--- src/design/plrc_pkg.sv ---
// Shared types, codes and packet byte tables for the packet layer restart controller.
package plrc_pkg;

  // Configuration register indexes
  localparam int CFG_IDX_W = 1;
  localparam logic [CFG_IDX_W-1:0] CFG_EXTENDED_SEQ    = 1'b0;
  localparam logic [CFG_IDX_W-1:0] CFG_RESTART_TIMEOUT = 1'b1;
  localparam int CFG_DATA_W = 16;

  // Reset value of the restart timeout configuration register
  localparam logic [15:0] RESTART_TIMEOUT_RESET = 16'd180;

  // General format identifiers and packet type bytes
  localparam logic [7:0] GFI_MOD8           = 8'h10;
  localparam logic [7:0] GFI_MOD128         = 8'h20;
  localparam logic [7:0] PTYPE_RESTART_REQ  = 8'hFB;
  localparam logic [7:0] PTYPE_RESTART_CONF = 8'hFF;
  localparam logic [7:0] PTYPE_DIAGNOSTIC   = 8'hF1;
  localparam logic [7:0] PTYPE_CLEAR_REQ    = 8'h13;

  typedef enum logic [2:0] {
    OP_TICK    = 3'd0,
    OP_CONTROL = 3'd1,
    OP_SEND    = 3'd2,
    OP_DIAG    = 3'd3,
    OP_CLEAR   = 3'd4
  } op_t;

  typedef enum logic [1:0] {
    KIND_DATA = 2'd0,
    KIND_CTRL = 2'd1,
    KIND_DROP = 2'd2
  } kind_t;

  typedef enum logic [1:0] {
    PKT_REQ   = 2'd0,
    PKT_CONF  = 2'd1,
    PKT_DIAG  = 2'd2,
    PKT_CLEAR = 2'd3
  } pkt_sel_t;

  typedef enum logic [1:0] {
    SRC_CTRL  = 2'd0,
    SRC_FRAME = 2'd1,
    SRC_DRAIN = 2'd2
  } out_src_t;

  typedef enum logic [2:0] {
    ST_IDLE,
    ST_DECIDE,
    ST_SINGLE,
    ST_PKT,
    ST_DRAIN_RD,
    ST_DRAIN_OUT
  } state_t;

  // Commands from the controller to the datapath
  typedef struct packed {
    logic       capture;
    logic       tick;
    logic       restart_ack;
    logic       link_update;
    logic       enqueue;
    logic       reload;
    logic       pop;
    logic       out_load;
    out_src_t   out_src;
    kind_t      out_kind;
    logic       out_last;
    pkt_sel_t   pkt_sel;
    logic [2:0] byte_idx;
  } plrc_cmd_t;

  // Status from the datapath to the controller
  typedef struct packed {
    op_t  op;
    logic ptype_req;
    logic ptype_conf;
    logic link_up;
    logic link_ready;
    logic cd_zero;
    logic cd_one;
    logic q_empty;
    logic q_one;
    logic q_full;
    logic out_free;
  } plrc_status_t;

  // Index of the final byte of each control packet
  function automatic logic [2:0] pkt_last_idx(pkt_sel_t sel);
    logic [2:0] n;
    case (sel)
      PKT_REQ:   n = 3'd4;
      PKT_CONF:  n = 3'd2;
      PKT_DIAG:  n = 3'd3;
      PKT_CLEAR: n = 3'd4;
      default:   n = 3'd4;
    endcase
    return n;
  endfunction

  // Byte of a control packet at a given position
  function automatic logic [7:0] pkt_byte(pkt_sel_t sel, logic [2:0] idx, logic [7:0] gfi,
                                          logic [7:0] diag, logic [11:0] lci,
                                          logic [7:0] cause);
    logic [7:0] b;
    b = 8'h00;
    case (sel)
      PKT_REQ: begin
        case (idx)
          3'd0:    b = gfi;
          3'd2:    b = PTYPE_RESTART_REQ;
          default: b = 8'h00;
        endcase
      end
      PKT_CONF: begin
        case (idx)
          3'd0:    b = gfi;
          3'd2:    b = PTYPE_RESTART_CONF;
          default: b = 8'h00;
        endcase
      end
      PKT_DIAG: begin
        case (idx)
          3'd0:    b = gfi;
          3'd2:    b = PTYPE_DIAGNOSTIC;
          3'd3:    b = diag;
          default: b = 8'h00;
        endcase
      end
      PKT_CLEAR: begin
        case (idx)
          3'd0:    b = gfi | {4'h0, lci[11:8]};
          3'd1:    b = lci[7:0];
          3'd2:    b = PTYPE_CLEAR_REQ;
          3'd3:    b = cause;
          default: b = 8'h00;
        endcase
      end
      default: b = 8'h00;
    endcase
    return b;
  endfunction

endpackage

--- src/design/plrc_ram.sv ---
// Generic single-write, single-read RAM with registered read data.
module plrc_ram #(
  parameter int WIDTH = 8,
  parameter int DEPTH = 16
) (
  input  logic                     clk,
  input  logic                     we,
  input  logic [$clog2(DEPTH)-1:0] waddr,
  input  logic [WIDTH-1:0]         wdata,
  input  logic [$clog2(DEPTH)-1:0] raddr,
  output logic [WIDTH-1:0]         rdata
);

  logic [WIDTH-1:0] mem [DEPTH];
  logic [WIDTH-1:0] rdata_r;

  // Write port and registered read port
  always_ff @(posedge clk) begin
    if (we) begin
      mem[waddr] <= wdata;
    end
    rdata_r <= mem[raddr];
  end

  assign rdata = rdata_r;

endmodule

--- src/design/plrc_dp.sv ---
// Datapath: link state, T20 timer, pending frame queue, configuration and output register.
module plrc_dp #(
  parameter int QUEUE_DEPTH = 16
) (
  input  logic                              clk,
  input  logic                              rst_n,
  input  logic                              cfg_we,
  input  logic [plrc_pkg::CFG_IDX_W-1:0]    cfg_index,
  input  logic [plrc_pkg::CFG_DATA_W-1:0]   cfg_data,
  input  logic [2:0]                        in_op,
  input  logic [7:0]                        in_packet_type,
  input  logic [7:0]                        in_frame_handle,
  input  logic                              in_link_up,
  input  logic [7:0]                        in_diag_code,
  input  logic [11:0]                       in_channel_id,
  input  logic [7:0]                        in_clear_cause,
  input  plrc_pkg::plrc_cmd_t               cmd,
  output plrc_pkg::plrc_status_t            status,
  output logic                              out_valid,
  input  logic                              out_ready,
  output logic [1:0]                        out_kind,
  output logic [7:0]                        out_packet_byte,
  output logic [7:0]                        out_released_handle,
  output logic                              out_last
);
  import plrc_pkg::*;

  localparam int IDX_W = $clog2(QUEUE_DEPTH);
  localparam int CNT_W = $clog2(QUEUE_DEPTH + 1);
  localparam logic [IDX_W-1:0] HEAD_MAX   = IDX_W'(QUEUE_DEPTH - 1);
  localparam logic [IDX_W:0]   DEPTH_SUM  = (IDX_W + 1)'(QUEUE_DEPTH);
  localparam logic [CNT_W-1:0] COUNT_FULL = CNT_W'(QUEUE_DEPTH);
  localparam logic [CNT_W-1:0] COUNT_ONE  = CNT_W'(1);

  // Configuration registers
  logic        ext_seq_r;
  logic [15:0] timeout_r;

  // Link, timer and queue control state
  logic             link_ready_r, link_ready_nxt;
  logic [15:0]      countdown_r, countdown_nxt;
  logic [IDX_W-1:0] head_r, head_nxt;
  logic [CNT_W-1:0] count_r, count_nxt;

  // Captured input item
  logic [2:0]  op_r;
  logic [7:0]  ptype_r;
  logic [7:0]  handle_r;
  logic        link_up_r;
  logic [7:0]  diag_r;
  logic [11:0] lci_r;
  logic [7:0]  cause_r;

  // Output register
  logic        out_valid_r;
  logic [1:0]  out_kind_r;
  logic [7:0]  out_byte_r;
  logic [7:0]  out_handle_r;
  logic        out_last_r;

  logic [IDX_W:0]   tail_sum;
  logic [IDX_W-1:0] tail_idx;
  logic [7:0]       ram_rdata;
  logic [7:0]       gfi;

  // Take configuration writes
  always_ff @(posedge clk) begin
    if (!rst_n) begin
      ext_seq_r <= 1'b0;
      timeout_r <= RESTART_TIMEOUT_RESET;
    end else if (cfg_we) begin
      case (cfg_index)
        CFG_EXTENDED_SEQ:    ext_seq_r <= cfg_data[0];
        CFG_RESTART_TIMEOUT: timeout_r <= cfg_data[15:0];
        default: ;
      endcase
    end
  end

  assign gfi = ext_seq_r ? GFI_MOD128 : GFI_MOD8;

  // Hold the accepted item
  always_ff @(posedge clk) begin
    if (cmd.capture) begin
      op_r      <= in_op;
      ptype_r   <= in_packet_type;
      handle_r  <= in_frame_handle;
      link_up_r <= in_link_up;
      diag_r    <= in_diag_code;
      lci_r     <= in_channel_id;
      cause_r   <= in_clear_cause;
    end
  end

  // Queue write slot: head plus count, wrapped at the depth
  assign tail_sum = {1'b0, head_r} + {1'b0, count_r[IDX_W-1:0]};
  assign tail_idx = (tail_sum >= DEPTH_SUM) ? IDX_W'(tail_sum - DEPTH_SUM)
                                            : IDX_W'(tail_sum);

  // Next link, timer and queue state
  always_comb begin
    link_ready_nxt = link_ready_r;
    countdown_nxt  = countdown_r;
    head_nxt       = head_r;
    count_nxt      = count_r;
    if (cmd.tick && (countdown_r != 16'd0)) begin
      countdown_nxt = (countdown_r == 16'd1) ? timeout_r : countdown_r - 16'd1;
    end
    if (cmd.restart_ack) begin
      countdown_nxt  = 16'd0;
      link_ready_nxt = 1'b1;
    end
    if (cmd.link_update) begin
      link_ready_nxt = link_ready_r & link_up_r;
    end
    if (cmd.reload) begin
      countdown_nxt = timeout_r;
    end
    if (cmd.enqueue) begin
      count_nxt = count_r + COUNT_ONE;
    end
    if (cmd.pop) begin
      head_nxt  = (head_r == HEAD_MAX) ? '0 : head_r + IDX_W'(1);
      count_nxt = count_r - COUNT_ONE;
    end
  end

  always_ff @(posedge clk) begin
    if (!rst_n) begin
      link_ready_r <= 1'b0;
      countdown_r  <= 16'd0;
      head_r       <= '0;
      count_r      <= '0;
    end else begin
      link_ready_r <= link_ready_nxt;
      countdown_r  <= countdown_nxt;
      head_r       <= head_nxt;
      count_r      <= count_nxt;
    end
  end

  // Pending frame storage, read at the head every cycle
  plrc_ram #(
    .WIDTH (8),
    .DEPTH (QUEUE_DEPTH)
  ) u_queue (
    .clk   (clk),
    .we    (cmd.enqueue),
    .waddr (tail_idx),
    .wdata (handle_r),
    .raddr (head_r),
    .rdata (ram_rdata)
  );

  // Load a result, or retire the one that was transferred
  always_ff @(posedge clk) begin
    if (!rst_n) begin
      out_valid_r <= 1'b0;
    end else if (cmd.out_load) begin
      out_valid_r <= 1'b1;
    end else if (out_ready) begin
      out_valid_r <= 1'b0;
    end
  end

  always_ff @(posedge clk) begin
    if (cmd.out_load) begin
      out_kind_r <= cmd.out_kind;
      out_last_r <= cmd.out_last;
      case (cmd.out_src)
        SRC_CTRL: begin
          out_byte_r   <= pkt_byte(cmd.pkt_sel, cmd.byte_idx, gfi, diag_r, lci_r, cause_r);
          out_handle_r <= 8'h00;
        end
        SRC_FRAME: begin
          out_byte_r   <= 8'h00;
          out_handle_r <= handle_r;
        end
        SRC_DRAIN: begin
          out_byte_r   <= 8'h00;
          out_handle_r <= ram_rdata;
        end
        default: begin
          out_byte_r   <= 8'h00;
          out_handle_r <= 8'h00;
        end
      endcase
    end
  end

  assign out_valid           = out_valid_r;
  assign out_kind            = out_kind_r;
  assign out_packet_byte     = out_byte_r;
  assign out_released_handle = out_handle_r;
  assign out_last            = out_last_r;

  // Report status to the controller
  assign status.op         = op_t'(op_r);
  assign status.ptype_req  = (ptype_r == PTYPE_RESTART_REQ);
  assign status.ptype_conf = (ptype_r == PTYPE_RESTART_CONF);
  assign status.link_up    = link_up_r;
  assign status.link_ready = link_ready_r;
  assign status.cd_zero    = (countdown_r == 16'd0);
  assign status.cd_one     = (countdown_r == 16'd1);
  assign status.q_empty    = (count_r == '0);
  assign status.q_one      = (count_r == COUNT_ONE);
  assign status.q_full     = (count_r == COUNT_FULL);
  assign status.out_free   = !out_valid_r || out_ready;

  a_count_bound: assert property (@(posedge clk) disable iff (!rst_n)
    count_r <= COUNT_FULL)
    else $error("pending count beyond queue depth");

  a_head_bound: assert property (@(posedge clk) disable iff (!rst_n)
    head_r <= HEAD_MAX)
    else $error("queue head out of range");

  a_load_shows: assert property (@(posedge clk) disable iff (!rst_n)
    cmd.out_load |=> out_valid_r)
    else $error("loaded result not presented");

endmodule

--- src/design/plrc_ctrl.sv ---
// Controller: sequences one item through decide, result emission and queue drain.
module plrc_ctrl (
  input  logic                   clk,
  input  logic                   rst_n,
  input  logic                   in_valid,
  output logic                   in_ready,
  input  plrc_pkg::plrc_status_t status,
  output plrc_pkg::plrc_cmd_t    cmd
);
  import plrc_pkg::*;

  state_t     state_r, state_nxt;
  pkt_sel_t   pkt_sel_r, pkt_sel_nxt;
  logic [2:0] byte_idx_r, byte_idx_nxt;
  kind_t      single_kind_r, single_kind_nxt;
  logic       pkt_pend_r, pkt_pend_nxt;
  logic       drain_pend_r, drain_pend_nxt;
  logic       pkt_at_end;

  // State and sequencing registers
  always_ff @(posedge clk) begin
    if (!rst_n) begin
      state_r       <= ST_IDLE;
      pkt_sel_r     <= PKT_REQ;
      byte_idx_r    <= 3'd0;
      single_kind_r <= KIND_DATA;
      pkt_pend_r    <= 1'b0;
      drain_pend_r  <= 1'b0;
    end else begin
      state_r       <= state_nxt;
      pkt_sel_r     <= pkt_sel_nxt;
      byte_idx_r    <= byte_idx_nxt;
      single_kind_r <= single_kind_nxt;
      pkt_pend_r    <= pkt_pend_nxt;
      drain_pend_r  <= drain_pend_nxt;
    end
  end

  assign pkt_at_end = (byte_idx_r == pkt_last_idx(pkt_sel_r));
  assign in_ready   = (state_r == ST_IDLE);

  // Next state and datapath commands
  always_comb begin
    state_nxt       = state_r;
    pkt_sel_nxt     = pkt_sel_r;
    byte_idx_nxt    = byte_idx_r;
    single_kind_nxt = single_kind_r;
    pkt_pend_nxt    = pkt_pend_r;
    drain_pend_nxt  = drain_pend_r;
    cmd             = '0;
    cmd.pkt_sel     = pkt_sel_r;
    cmd.byte_idx    = byte_idx_r;
    cmd.out_kind    = single_kind_r;
    cmd.out_src     = SRC_FRAME;

    case (state_r)
      ST_IDLE: begin
        cmd.capture = in_valid;
        if (in_valid) begin
          state_nxt = ST_DECIDE;
        end
      end

      ST_DECIDE: begin
        byte_idx_nxt   = 3'd0;
        pkt_pend_nxt   = 1'b0;
        drain_pend_nxt = 1'b0;
        state_nxt      = ST_IDLE;
        case (status.op)
          OP_TICK: begin
            cmd.tick = !status.cd_zero;
            if (status.cd_one) begin
              pkt_sel_nxt = PKT_REQ;
              state_nxt   = ST_PKT;
            end
          end
          OP_CONTROL: begin
            cmd.restart_ack = status.ptype_req || status.ptype_conf;
            if (status.ptype_req) begin
              pkt_sel_nxt    = PKT_CONF;
              drain_pend_nxt = !status.q_empty;
              state_nxt      = ST_PKT;
            end else if ((status.ptype_conf || status.link_ready) && !status.q_empty) begin
              state_nxt = ST_DRAIN_RD;
            end
          end
          OP_SEND: begin
            cmd.link_update = 1'b1;
            if (status.link_ready && status.link_up) begin
              single_kind_nxt = KIND_DATA;
              state_nxt       = ST_SINGLE;
            end else begin
              cmd.enqueue  = !status.q_full;
              cmd.reload   = status.cd_zero;
              pkt_pend_nxt = status.cd_zero;
              pkt_sel_nxt  = PKT_REQ;
              if (status.q_full) begin
                single_kind_nxt = KIND_DROP;
                state_nxt       = ST_SINGLE;
              end else if (status.cd_zero) begin
                state_nxt = ST_PKT;
              end
            end
          end
          OP_DIAG: begin
            pkt_sel_nxt = PKT_DIAG;
            state_nxt   = ST_PKT;
          end
          OP_CLEAR: begin
            pkt_sel_nxt = PKT_CLEAR;
            state_nxt   = ST_PKT;
          end
          default: state_nxt = ST_IDLE;
        endcase
      end

      // Emit a passed-through or dropped frame report
      ST_SINGLE: begin
        cmd.out_src  = SRC_FRAME;
        cmd.out_kind = single_kind_r;
        cmd.out_last = !pkt_pend_r;
        if (status.out_free) begin
          cmd.out_load = 1'b1;
          state_nxt    = pkt_pend_r ? ST_PKT : ST_IDLE;
        end
      end

      // Emit control packet bytes one per transfer
      ST_PKT: begin
        cmd.out_src  = SRC_CTRL;
        cmd.out_kind = KIND_CTRL;
        cmd.out_last = pkt_at_end && !drain_pend_r;
        if (status.out_free) begin
          cmd.out_load = 1'b1;
          if (pkt_at_end) begin
            state_nxt = drain_pend_r ? ST_DRAIN_RD : ST_IDLE;
          end else begin
            byte_idx_nxt = byte_idx_r + 3'd1;
          end
        end
      end

      // Wait for the head slot to be read from the queue RAM
      ST_DRAIN_RD: begin
        state_nxt = ST_DRAIN_OUT;
      end

      // Release the oldest pending frame
      ST_DRAIN_OUT: begin
        cmd.out_src  = SRC_DRAIN;
        cmd.out_kind = KIND_DATA;
        cmd.out_last = status.q_one;
        if (status.out_free) begin
          cmd.out_load = 1'b1;
          cmd.pop      = 1'b1;
          state_nxt    = status.q_one ? ST_IDLE : ST_DRAIN_RD;
        end
      end

      default: state_nxt = ST_IDLE;
    endcase
  end

  a_pop_nonempty: assert property (@(posedge clk) disable iff (!rst_n)
    cmd.pop |-> !status.q_empty)
    else $error("pop from empty queue");

  a_push_not_full: assert property (@(posedge clk) disable iff (!rst_n)
    cmd.enqueue |-> !status.q_full)
    else $error("enqueue into full queue");

  a_load_free: assert property (@(posedge clk) disable iff (!rst_n)
    cmd.out_load |-> status.out_free)
    else $error("result loaded over one not yet transferred");

  a_drain_link_ready: assert property (@(posedge clk) disable iff (!rst_n)
    (state_r == ST_DRAIN_OUT) |-> status.link_ready)
    else $error("queue drained while link not ready");

endmodule

--- src/design/packet_layer_restart_controller.sv ---
// Top level of the packet layer restart controller: controller plus datapath.
// The input item is captured, then decided on, then each result is loaded into the output register;
// control bytes and frame reports are loaded one per transfer, and each drained frame passes through
// a read state and an output state (queue RAM registered read).
// A new input is taken once the item's final result, if any, is loaded into the output register.
// Reset (rst_n low, synchronous): link not ready, T20 idle, queue empty, configuration defaults.
module packet_layer_restart_controller #(
  parameter int QUEUE_DEPTH = 16
) (
  input  logic                             clk,
  input  logic                             rst_n,
  input  logic                             cfg_we,
  input  logic [plrc_pkg::CFG_IDX_W-1:0]   cfg_index,
  input  logic [plrc_pkg::CFG_DATA_W-1:0]  cfg_data,
  input  logic                             in_valid,
  output logic                             in_ready,
  input  logic [2:0]                       in_op,
  input  logic [7:0]                       in_packet_type,
  input  logic [7:0]                       in_frame_handle,
  input  logic                             in_link_up,
  input  logic [7:0]                       in_diag_code,
  input  logic [11:0]                      in_channel_id,
  input  logic [7:0]                       in_clear_cause,
  output logic                             out_valid,
  input  logic                             out_ready,
  output logic [1:0]                       out_kind,
  output logic [7:0]                       out_packet_byte,
  output logic [7:0]                       out_released_handle,
  output logic                             out_last
);
  import plrc_pkg::*;

  plrc_cmd_t    cmd;
  plrc_status_t status;

  plrc_ctrl u_ctrl (
    .clk      (clk),
    .rst_n    (rst_n),
    .in_valid (in_valid),
    .in_ready (in_ready),
    .status   (status),
    .cmd      (cmd)
  );

  plrc_dp #(
    .QUEUE_DEPTH (QUEUE_DEPTH)
  ) u_dp (
    .clk                 (clk),
    .rst_n               (rst_n),
    .cfg_we              (cfg_we),
    .cfg_index           (cfg_index),
    .cfg_data            (cfg_data),
    .in_op               (in_op),
    .in_packet_type      (in_packet_type),
    .in_frame_handle     (in_frame_handle),
    .in_link_up          (in_link_up),
    .in_diag_code        (in_diag_code),
    .in_channel_id       (in_channel_id),
    .in_clear_cause      (in_clear_cause),
    .cmd                 (cmd),
    .status              (status),
    .out_valid           (out_valid),
    .out_ready           (out_ready),
    .out_kind            (out_kind),
    .out_packet_byte     (out_packet_byte),
    .out_released_handle (out_released_handle),
    .out_last            (out_last)
  );

endmodule

--- config.mk ---
export PLATFORM = sky130hd
export DESIGN_NAME = packet_layer_restart_controller
export DESIGN_NICKNAME = d
export VERILOG_FILES = /design/src/design/plrc_pkg.sv /design/src/design/plrc_ram.sv /design/src/design/plrc_dp.sv /design/src/design/plrc_ctrl.sv /design/src/design/packet_layer_restart_controller.sv
export SDC_FILE = /design/constraint.sdc
export NUM_CORES = 1
export LEC_CHECK = 0
export BUFFER_PORTS_ARGS = -buffer_cell sky130_fd_sc_hd__buf_2
export CORE_UTILIZATION = 55
export CTS_BUF_LIST = sky130_fd_sc_hd__clkbuf_8
export DETAILED_ROUTE_END_ITERATION = 6
export GPL_ROUTABILITY_DRIVEN = 0
export GPL_TIMING_DRIVEN = 0
export PLACE_DENSITY = 0.74
export SLEW_MARGIN = 20
export SYNTH_ARGS = -nofsm -noshare
export SYNTH_HDL_FRONTEND = slang
export SYNTH_SLANG_ARGS = --single-unit
export TNS_END_PERCENT = 20
--- constraint.sdc ---
create_clock -name clk -period 7.19 [get_ports clk]
set_clock_uncertainty 0.15 [all_clocks]
set_input_delay 0.719 -clock clk [delete_from_list [all_inputs] [get_ports clk]]
set_output_delay 0.719 -clock clk [all_outputs]
set_load 0.03 [all_outputs]
==> impl_metrics.csv, run 1 <==
group,metric,value,unit
clock_network,clockBufferDepth,3,
pwr,cellLeakagePower,0.00448,uW
global_route,antenna_found_initial,0,
route,wirelength,23500,um
layout,seqCellArea,7120,sq um
synth,seq_area_frac_synth,0.648,
setup_path,cp_slowest_cell,"nor2_1",
worst_hold_path,hold_class,"in2reg",
synth,synth_xor_area_frac,0.0152,
clock_network,cts_max_level,2,
route,viasPerCell,5.80,
timing,worst_pin_slew,0.882,ns
floorplanning,rows,51,
synth,synthCells,807,
synth,synth-warning-count,0,
synth,avgSynthCellArea,13.6,sq um
synth,yosys.area_share.adder,0.0246,
timing,hold_violations,0,
clock_network,hold_buffers,0,
timing,fin_crit_sh,0.452,
pwr,power.internal,2420,uW
synth,ys_types,66,
global_route,grt_pass1_vias,6842,
place,placed_cells,1164,
pwr,combPwrFrac,0.128,
floorplanning,die_w,143,um
layout,multi_input_area,3680,sq um
synth,synth_top_area_frac,0.533,
timing,max_freq,0.308,GHz
layout,layout_common_cells,"195 x edfxtp_1, 103 x nand2_1, 94 x buf_2",
clock_network,postCtsSetupBuffers,0,
clock_network,clk_pin_slew,0.06,ns
global_route,grt_max_degree,36,
synth,synth-simple-area-share,0.123,
pwr,seqPwrFrac,0.533,
floorplanning,die-area,20500,sq um
setup_path,crit_arrival,3.26,ns
setup_path,crit_chain,"clkbuf_1 -> or3b_2 -> nor4_4 -> nand3_1 -> nor2_1",
timing,fin_crit,3.25,ns
timing,timing.hold.ws,0.178,ns
floorplanning,die_h,143,um
timing,drv_slew,0,
setup_path,critical_path_class,"reg2reg",
setup_path,crit_required,7.20,ns
timing,setup_violations,0,
clock_network,numCtsBuffers,40,
worst_hold_path,holdCritStartpoint,"in_frame_handle[3]",
route,drcViolationCount,0,
timing,finalSetupTns,0,ns
clock_network,cts_root_buf,"clkbuf_8",
synth,synth-compound-area-share,0.0867,
setup_path,critPathMaxStageDelay,0.72,ns
layout,fin_area,12500,sq um
timing,slew_headroom,0.409,
layout,syn_to_final_growth,14.1,%
setup_path,startpoint,"u_dp.op_r[2]",
clock_network,cts_tree,"yes",
setup_path,start_kind,"register",
status,status,"completed",
layout,final_common_cell,"edfxtp_1",
layout,nets,1032,
pwr,switching_share,0.269,
layout,stdcell_count,1236,
route,drtIter0Drc,625,
route,final_antenna_net_count,0,
clock_network,clkLatencyLatePin,0.56,ns
pwr,p_per_area,264,nW/um^2
pwr,p_switching,888,uW
floorplanning,coreArea,19500,sq um
place,place_hpwl,16200,um
synth,ys_seq_elements,258,
setup_path,rr_worst_depth,5,
synth,synth_mux_area_frac,0.0857,
global_route,overflow,0,
pwr,ir_drop,0.196,mV
synth,synth-main-ff-cell,"edfxtp_1",
route,vias,7168,
timing,worst_slack,3.94,ns
setup_path,r2r_setup_slack,3.94,ns
clock_network,ctsResizeCount,0,
clock_network,clkSinkCount,258,
synth,synth_nets,898,
setup_path,worstSetupEndpointType,"register",
setup_path,rr_startpoint,"u_dp.op_r[2]",
synth,synth_top_area_cell,"edfxtp_1",
setup_path,reg2reg_to,"u_dp.u_queue.mem[15][3]",
worst_hold_path,whs_path_depth,1,
route,drtPass1Iterations,5,
route,wire_per_inst,19.0,um
global_route,grt.total_usage,0.239,
timing,grt_setup_unrepaired,"no",
synth,async_reset_ff_frac,0,
flow_run,cap_violations,0,
layout,antennaDiodeCount,0,
pwr,p_clk_frac,0.338,
synth,synth_top_family_by_area,"simple AND/OR/NAND/NOR gates",
floorplanning,start_util,0.562,
global_route,grt_pass1_wl,36700,um
setup_path,crit_fanout,10,
place,dp_slack,3.97,ns
layout,nFillCells,1461,
worst_hold_path,whs_endpoint,"u_dp.handle_r[3]",
synth,netlist_top_cells_area,"edfxtp_1 53%, dfxtp_1 11%, mux4_2 8.2%",
synth,syn_area,11000,sq um
place,port_buffers,90,
layout,final_layout_size_suffix_gt1_frac,0.214,
synth,synth-edff-count,195,
floorplanning,ioPinCount,91,
place,place_area,11800,sq um
==> per-layer routing <==
layer	global-route usage	wire, um
met1	0.324	9970
met2	0.385	11300
met3	0.0389	1560
met4	0.104	738
met5	0	0
==> layout make-up <==
type,count,share of cell area
timing repair buffer,92,0.0387
multi-input combinational,502,0.294
buffer,33,0.0103
inverter,14,0.00419
tap,265,0.0265
clock buffer,43,0.0472
clock inverter,29,0.0111
sequential,258,0.568
==> sequential cells by signal, summed over array words and instances (netlist names), 4 cells and up <==
signal / flops
u_dp.u_queue.mem: 128
u_dp.countdown_r: 16
u_dp.timeout_r: 16
u_dp.lci_r: 12
u_dp.cause_r: 8
u_dp.diag_r: 8
u_dp.handle_r: 8
u_dp.out_packet_byte: 8
u_dp.out_released_handle: 8
u_dp.ptype_r: 8
u_dp.u_queue.rdata: 8
u_dp.count_r: 5
u_dp.head_r: 4
==> worst max path at each step <==
stage / to / depth (start not counted)
after floorplan: u_dp.cause_r[0] / 3
after global placement: u_dp.out_packet_byte[1] / 4
after detailed placement: u_dp.u_queue.mem[15][2] / 5
after CTS: u_dp.u_queue.mem[14][0] / 5
after global routing: u_dp.u_queue.mem[15][2] / 5
final: u_dp.u_queue.mem[15][3] / 5
==> kinds of logic after synthesis <==
family | count (synthesis)
AND/OR/NAND/NOR | 269
flip-flops | 258
AO/OA/AOI/OAI | 149
buffers and inverters | 47
multiplexers | 44
adder cells (fa/ha/maj) | 21
XOR/XNOR | 19
==> through the flow <==
stage / util / total power [uW]
2_1_floorplan: - / 2080
3_5_place_dp: 0.604 / 2210
3_3_place_gp: 0.602 / 2200
5_1_grt: 0.642 / 3450
6_report: 0.642 / 3300
4_1_cts: 0.642 / 3330
==> worst max-delay path: cells and delay by family, from the launching register on <==
family / cells / cell delay, ns
flip-flops: 1 / 0.40
buffers and inverters: 1 / 0.22
AND/OR/NAND/NOR: 4 / 2.08
==> cells in the mapped netlist, types with 3 or more instances <==
cell type  instances
a211oi_1           3
a21o_1             3
a21oi_1           49
a221oi_1           4
a22oi_1           12
a311oi_1           4
a31oi_1           10
and2_1             5
buf_1              4
buf_2              4
clkbuf_1          25
dfxtp_1           63
edfxtp_1         195
ha_1              20
inv_1             13
mux2i_1            4
mux4_2            40
nand2_1          103
nand2b_1           5
nand3_1           20
nand3b_1           4
nand4_1            8
nor2_1            61
nor2b_1            9
nor3_1            17
nor4_1             4
nor4b_1            4
o211ai_1           3
o21a_1             3
o21ai_0           32
o221a_2            5
o31ai_1            3
or3_1              5
or3b_2             3
xnor2_1           13
xor2_1             6
==> power by group through the flow <==
| stage | logic [uW] | registers, uW | clock network [uW] |
|---|---|---|---|
| floorplan | 306 | 1770 | 0 |
| global placement | 404 | 1790 | 0 |
| CTS | 420 | 1760 | 1140 |
| finish | 424 | 1760 | 1120 |
| detailed placement | 416 | 1790 | 0 |
| global route | 473 | 1770 | 1210 |
(Power assumes the default switching activity.)
==> inputs of run 2 (changes only) <==
Clock period 7.19 ns to 3.1 ns, I/O delays scaled along.
==> run 2 against run 1 <==
  * Maximum frequency rose by 4.9%
  * Hold slack got worse by 0.090 ns
  * Via count rose by 4.3%
  * Critical path depth rose by 2
  * First-iteration DRC count rose by 9.3%
  * Clock power rose by 130%
  * Flip-flop and latch count did not move
  * Final area rose by 5.4%
  * Setup slack got worse by 3.9 ns
  * Utilization rose by 3.5 points
  * Register-to-register slack got worse by 3.9 ns
  * Routed wire length rose by 6.3%
  * Critical path type unchanged
==> impl_metrics.csv, run 2 (synthesized netlist as in run 1, its figures left out) <==
group,metric,value,unit
status,status,"completed",
setup_path,start_kind,"register",
clock_network,clk_pin_slew,0.05,ns
global_route,grt_pass1_vias,7329,
clock_network,cts_max_level,2,
layout,syn_to_final_growth,20.3,%
pwr,combPwrFrac,0.135,
pwr,switching_share,0.266,
setup_path,crit_chain,"inv_1 -> ha_1 -> nor4bb_1 -> nor2_1 -> nand3_1 -> or3_1 -> nor2_1",
place,place_area,11800,sq um
setup_path,crit_required,3.10,ns
clock_network,clockBufferDepth,3,
clock_network,numCtsBuffers,42,
floorplanning,ioPinCount,91,
global_route,grt_max_degree,49,
floorplanning,die_h,143,um
route,drcViolationCount,0,
place,place_hpwl,15900,um
floorplanning,die-area,20500,sq um
timing,fin_crit,3.09,ns
flow_run,cap_violations,0,
layout,stdcell_count,1300,
layout,final_layout_size_suffix_gt1_frac,0.212,
route,vias,7473,
pwr,power.internal,5670,uW
setup_path,crit_family,"simple AND/OR/NAND/NOR gates",
route,final_antenna_net_count,0,
clock_network,cts_tree,"yes",
timing,setup_violations,0,
floorplanning,coreArea,19500,sq um
timing,slew_headroom,0.377,
timing,max_freq,0.323,GHz
route,wire_per_inst,19.2,um
route,drtPass1Iterations,5,
layout,largest_reg_flops,128,
layout,largest_registers,"u_dp.u_queue.mem x128, u_dp.countdown_r x16, u_dp.timeout_r x16",
layout,final_util,0.677,
pwr,seqPwrFrac,0.529,
setup_path,crit_arrival,3.10,ns
timing,finalSetupTns,0,ns
timing,fin_crit_sh,0.998,
timing,drv_slew,0,
timing,grt_setup_unrepaired,"yes",
layout,nFillCells,1371,
timing,worst_pin_slew,0.931,ns
route,drtIter0Drc,683,
route,wirelength,25000,um
global_route,grt_pass1_wl,38200,um
floorplanning,rows,51,
worst_hold_path,hold_class,"in2reg",
global_route,antenna_found_initial,0,
setup_path,path_buf_inv,1,
pwr,cellLeakagePower,0.00473,uW
global_route,overflow,0,
setup_path,critical_path_class,"reg2reg",
layout,fin_area,13200,sq um
floorplanning,die_w,143,um
pwr,p_per_area,585,nW/um^2
global_route,grt.total_usage,0.251,
pwr,p_clk_frac,0.336,
setup_path,crit_path_frequent_cell,"nor2_1",
pwr,p_switching,2060,uW
setup_path,cp_slowest_cell,"nor2_1",
floorplanning,start_util,0.562,
place,dp_slack,-0.0455,ns
place,placed_cells,1163,
clock_network,postCtsSetupBuffers,0,
clock_network,cts_root_buf,"clkbuf_8",
place,port_buffers,90,
layout,layout_common_cells,"195 x edfxtp_1, 103 x nand2_1, 94 x buf_2",
setup_path,critPathMaxStageDelay,0.73,ns
layout,final_common_cell,"edfxtp_1",
setup_path,worstSetupEndpointType,"register",
clock_network,clkSinkCount,258,
setup_path,crit_fanout,8,
layout,regMostFlops,"u_dp.u_queue.mem",
clock_network,clkLatencyLatePin,0.54,ns
layout,nets,1099,
route,viasPerCell,5.75,
pwr,ir_drop,0.448,mV
layout,antennaDiodeCount,0,
timing,worst_slack,0.00525,ns
timing,hold_violations,0,
## run 2: cell count changes in the layout (fill, tap and decap cells not counted), sizes merged
cell / before / now
clkbuf: 68 / 69
clkinv: 11 / 13
inv: 32 / 28
dlygate4sd3: 0 / 66
buf: 100 / 99
## run 2: area by class of cell
cell class | instances | area (sq um) | area share
Clock inverter | 27 | 116 | 0.00881
Inverter | 14 | 52.6 | 0.00398
Sequential cell | 258 | 7120 | 0.539
Tap cell | 265 | 332 | 0.0251
Multi-Input combinational cell | 502 | 3730 | 0.283
Buffer | 33 | 129 | 0.00975
Clock buffer | 44 | 606 | 0.0458
Timing Repair Buffer | 157 | 1130 | 0.0852
## run 2: path summary, 6_finish.rpt
check | from | endpoint | slack, ns | cells after the start
setup / recovery | u_dp.count_r[1] | u_dp.u_queue.mem[8][3] | 0.005 | 7
hold / removal | out_ready | u_dp.out_valid | 0.09 | 3
setup reg to reg | u_dp.count_r[1] | u_dp.u_queue.mem[8][3] | 0.005 | 7
hold reg to reg | u_dp.timeout_r[11] | u_dp.countdown_r[11] | 0.30 | 2
## run 2: tightest hold or removal path: stages
cell      delay, ns
buf_2          0.12
nand2b_1       0.19
a31oi_1        0.09
## run 2: timing repair
action	4_1_cts	5_1_grt
pin swaps	0	0
setup endpoints to repair	41	104
hold endpoints to repair	67	0
gates resized for setup	1	13
hold buffers	66	0
## run 2: per-layer routing
| metal | vias to the layer above | routed length (um) | track usage |
|---|---|---|---|
| li1 | 3493 | - | - |
| met1 | 3626 | 10300 | 0.317 |
| met2 | 280 | 12300 | 0.422 |
| met3 | 74 | 1600 | 0.0449 |
| met4 | 0 | 819 | 0.117 |
| met5 | - | 0 | 0 |
## run 2: power by group through the flow
stage / sequential [uW] / combinational [uW] / clock, uW
final: 4090 / 1040 / 2590
after global routing: 4110 / 1150 / 2790
after CTS: 4090 / 1020 / 2640
after detailed placement: 4160 / 947 / 0
after global placement: 4150 / 938 / 0
after floorplan: 4110 / 710 / 0
## run 2: through the flow
| step | hold WS (ns) | total power, uW |
|---|---|---|
| floorplan | 0.259 | 4820 |
| global placement | 0.286 | 5090 |
| detailed placement | 0.288 | 5100 |
| CTS | 0.0390 | 7740 |
| global route | 0.100 | 8060 |
| finish | 0.0883 | 7720 |
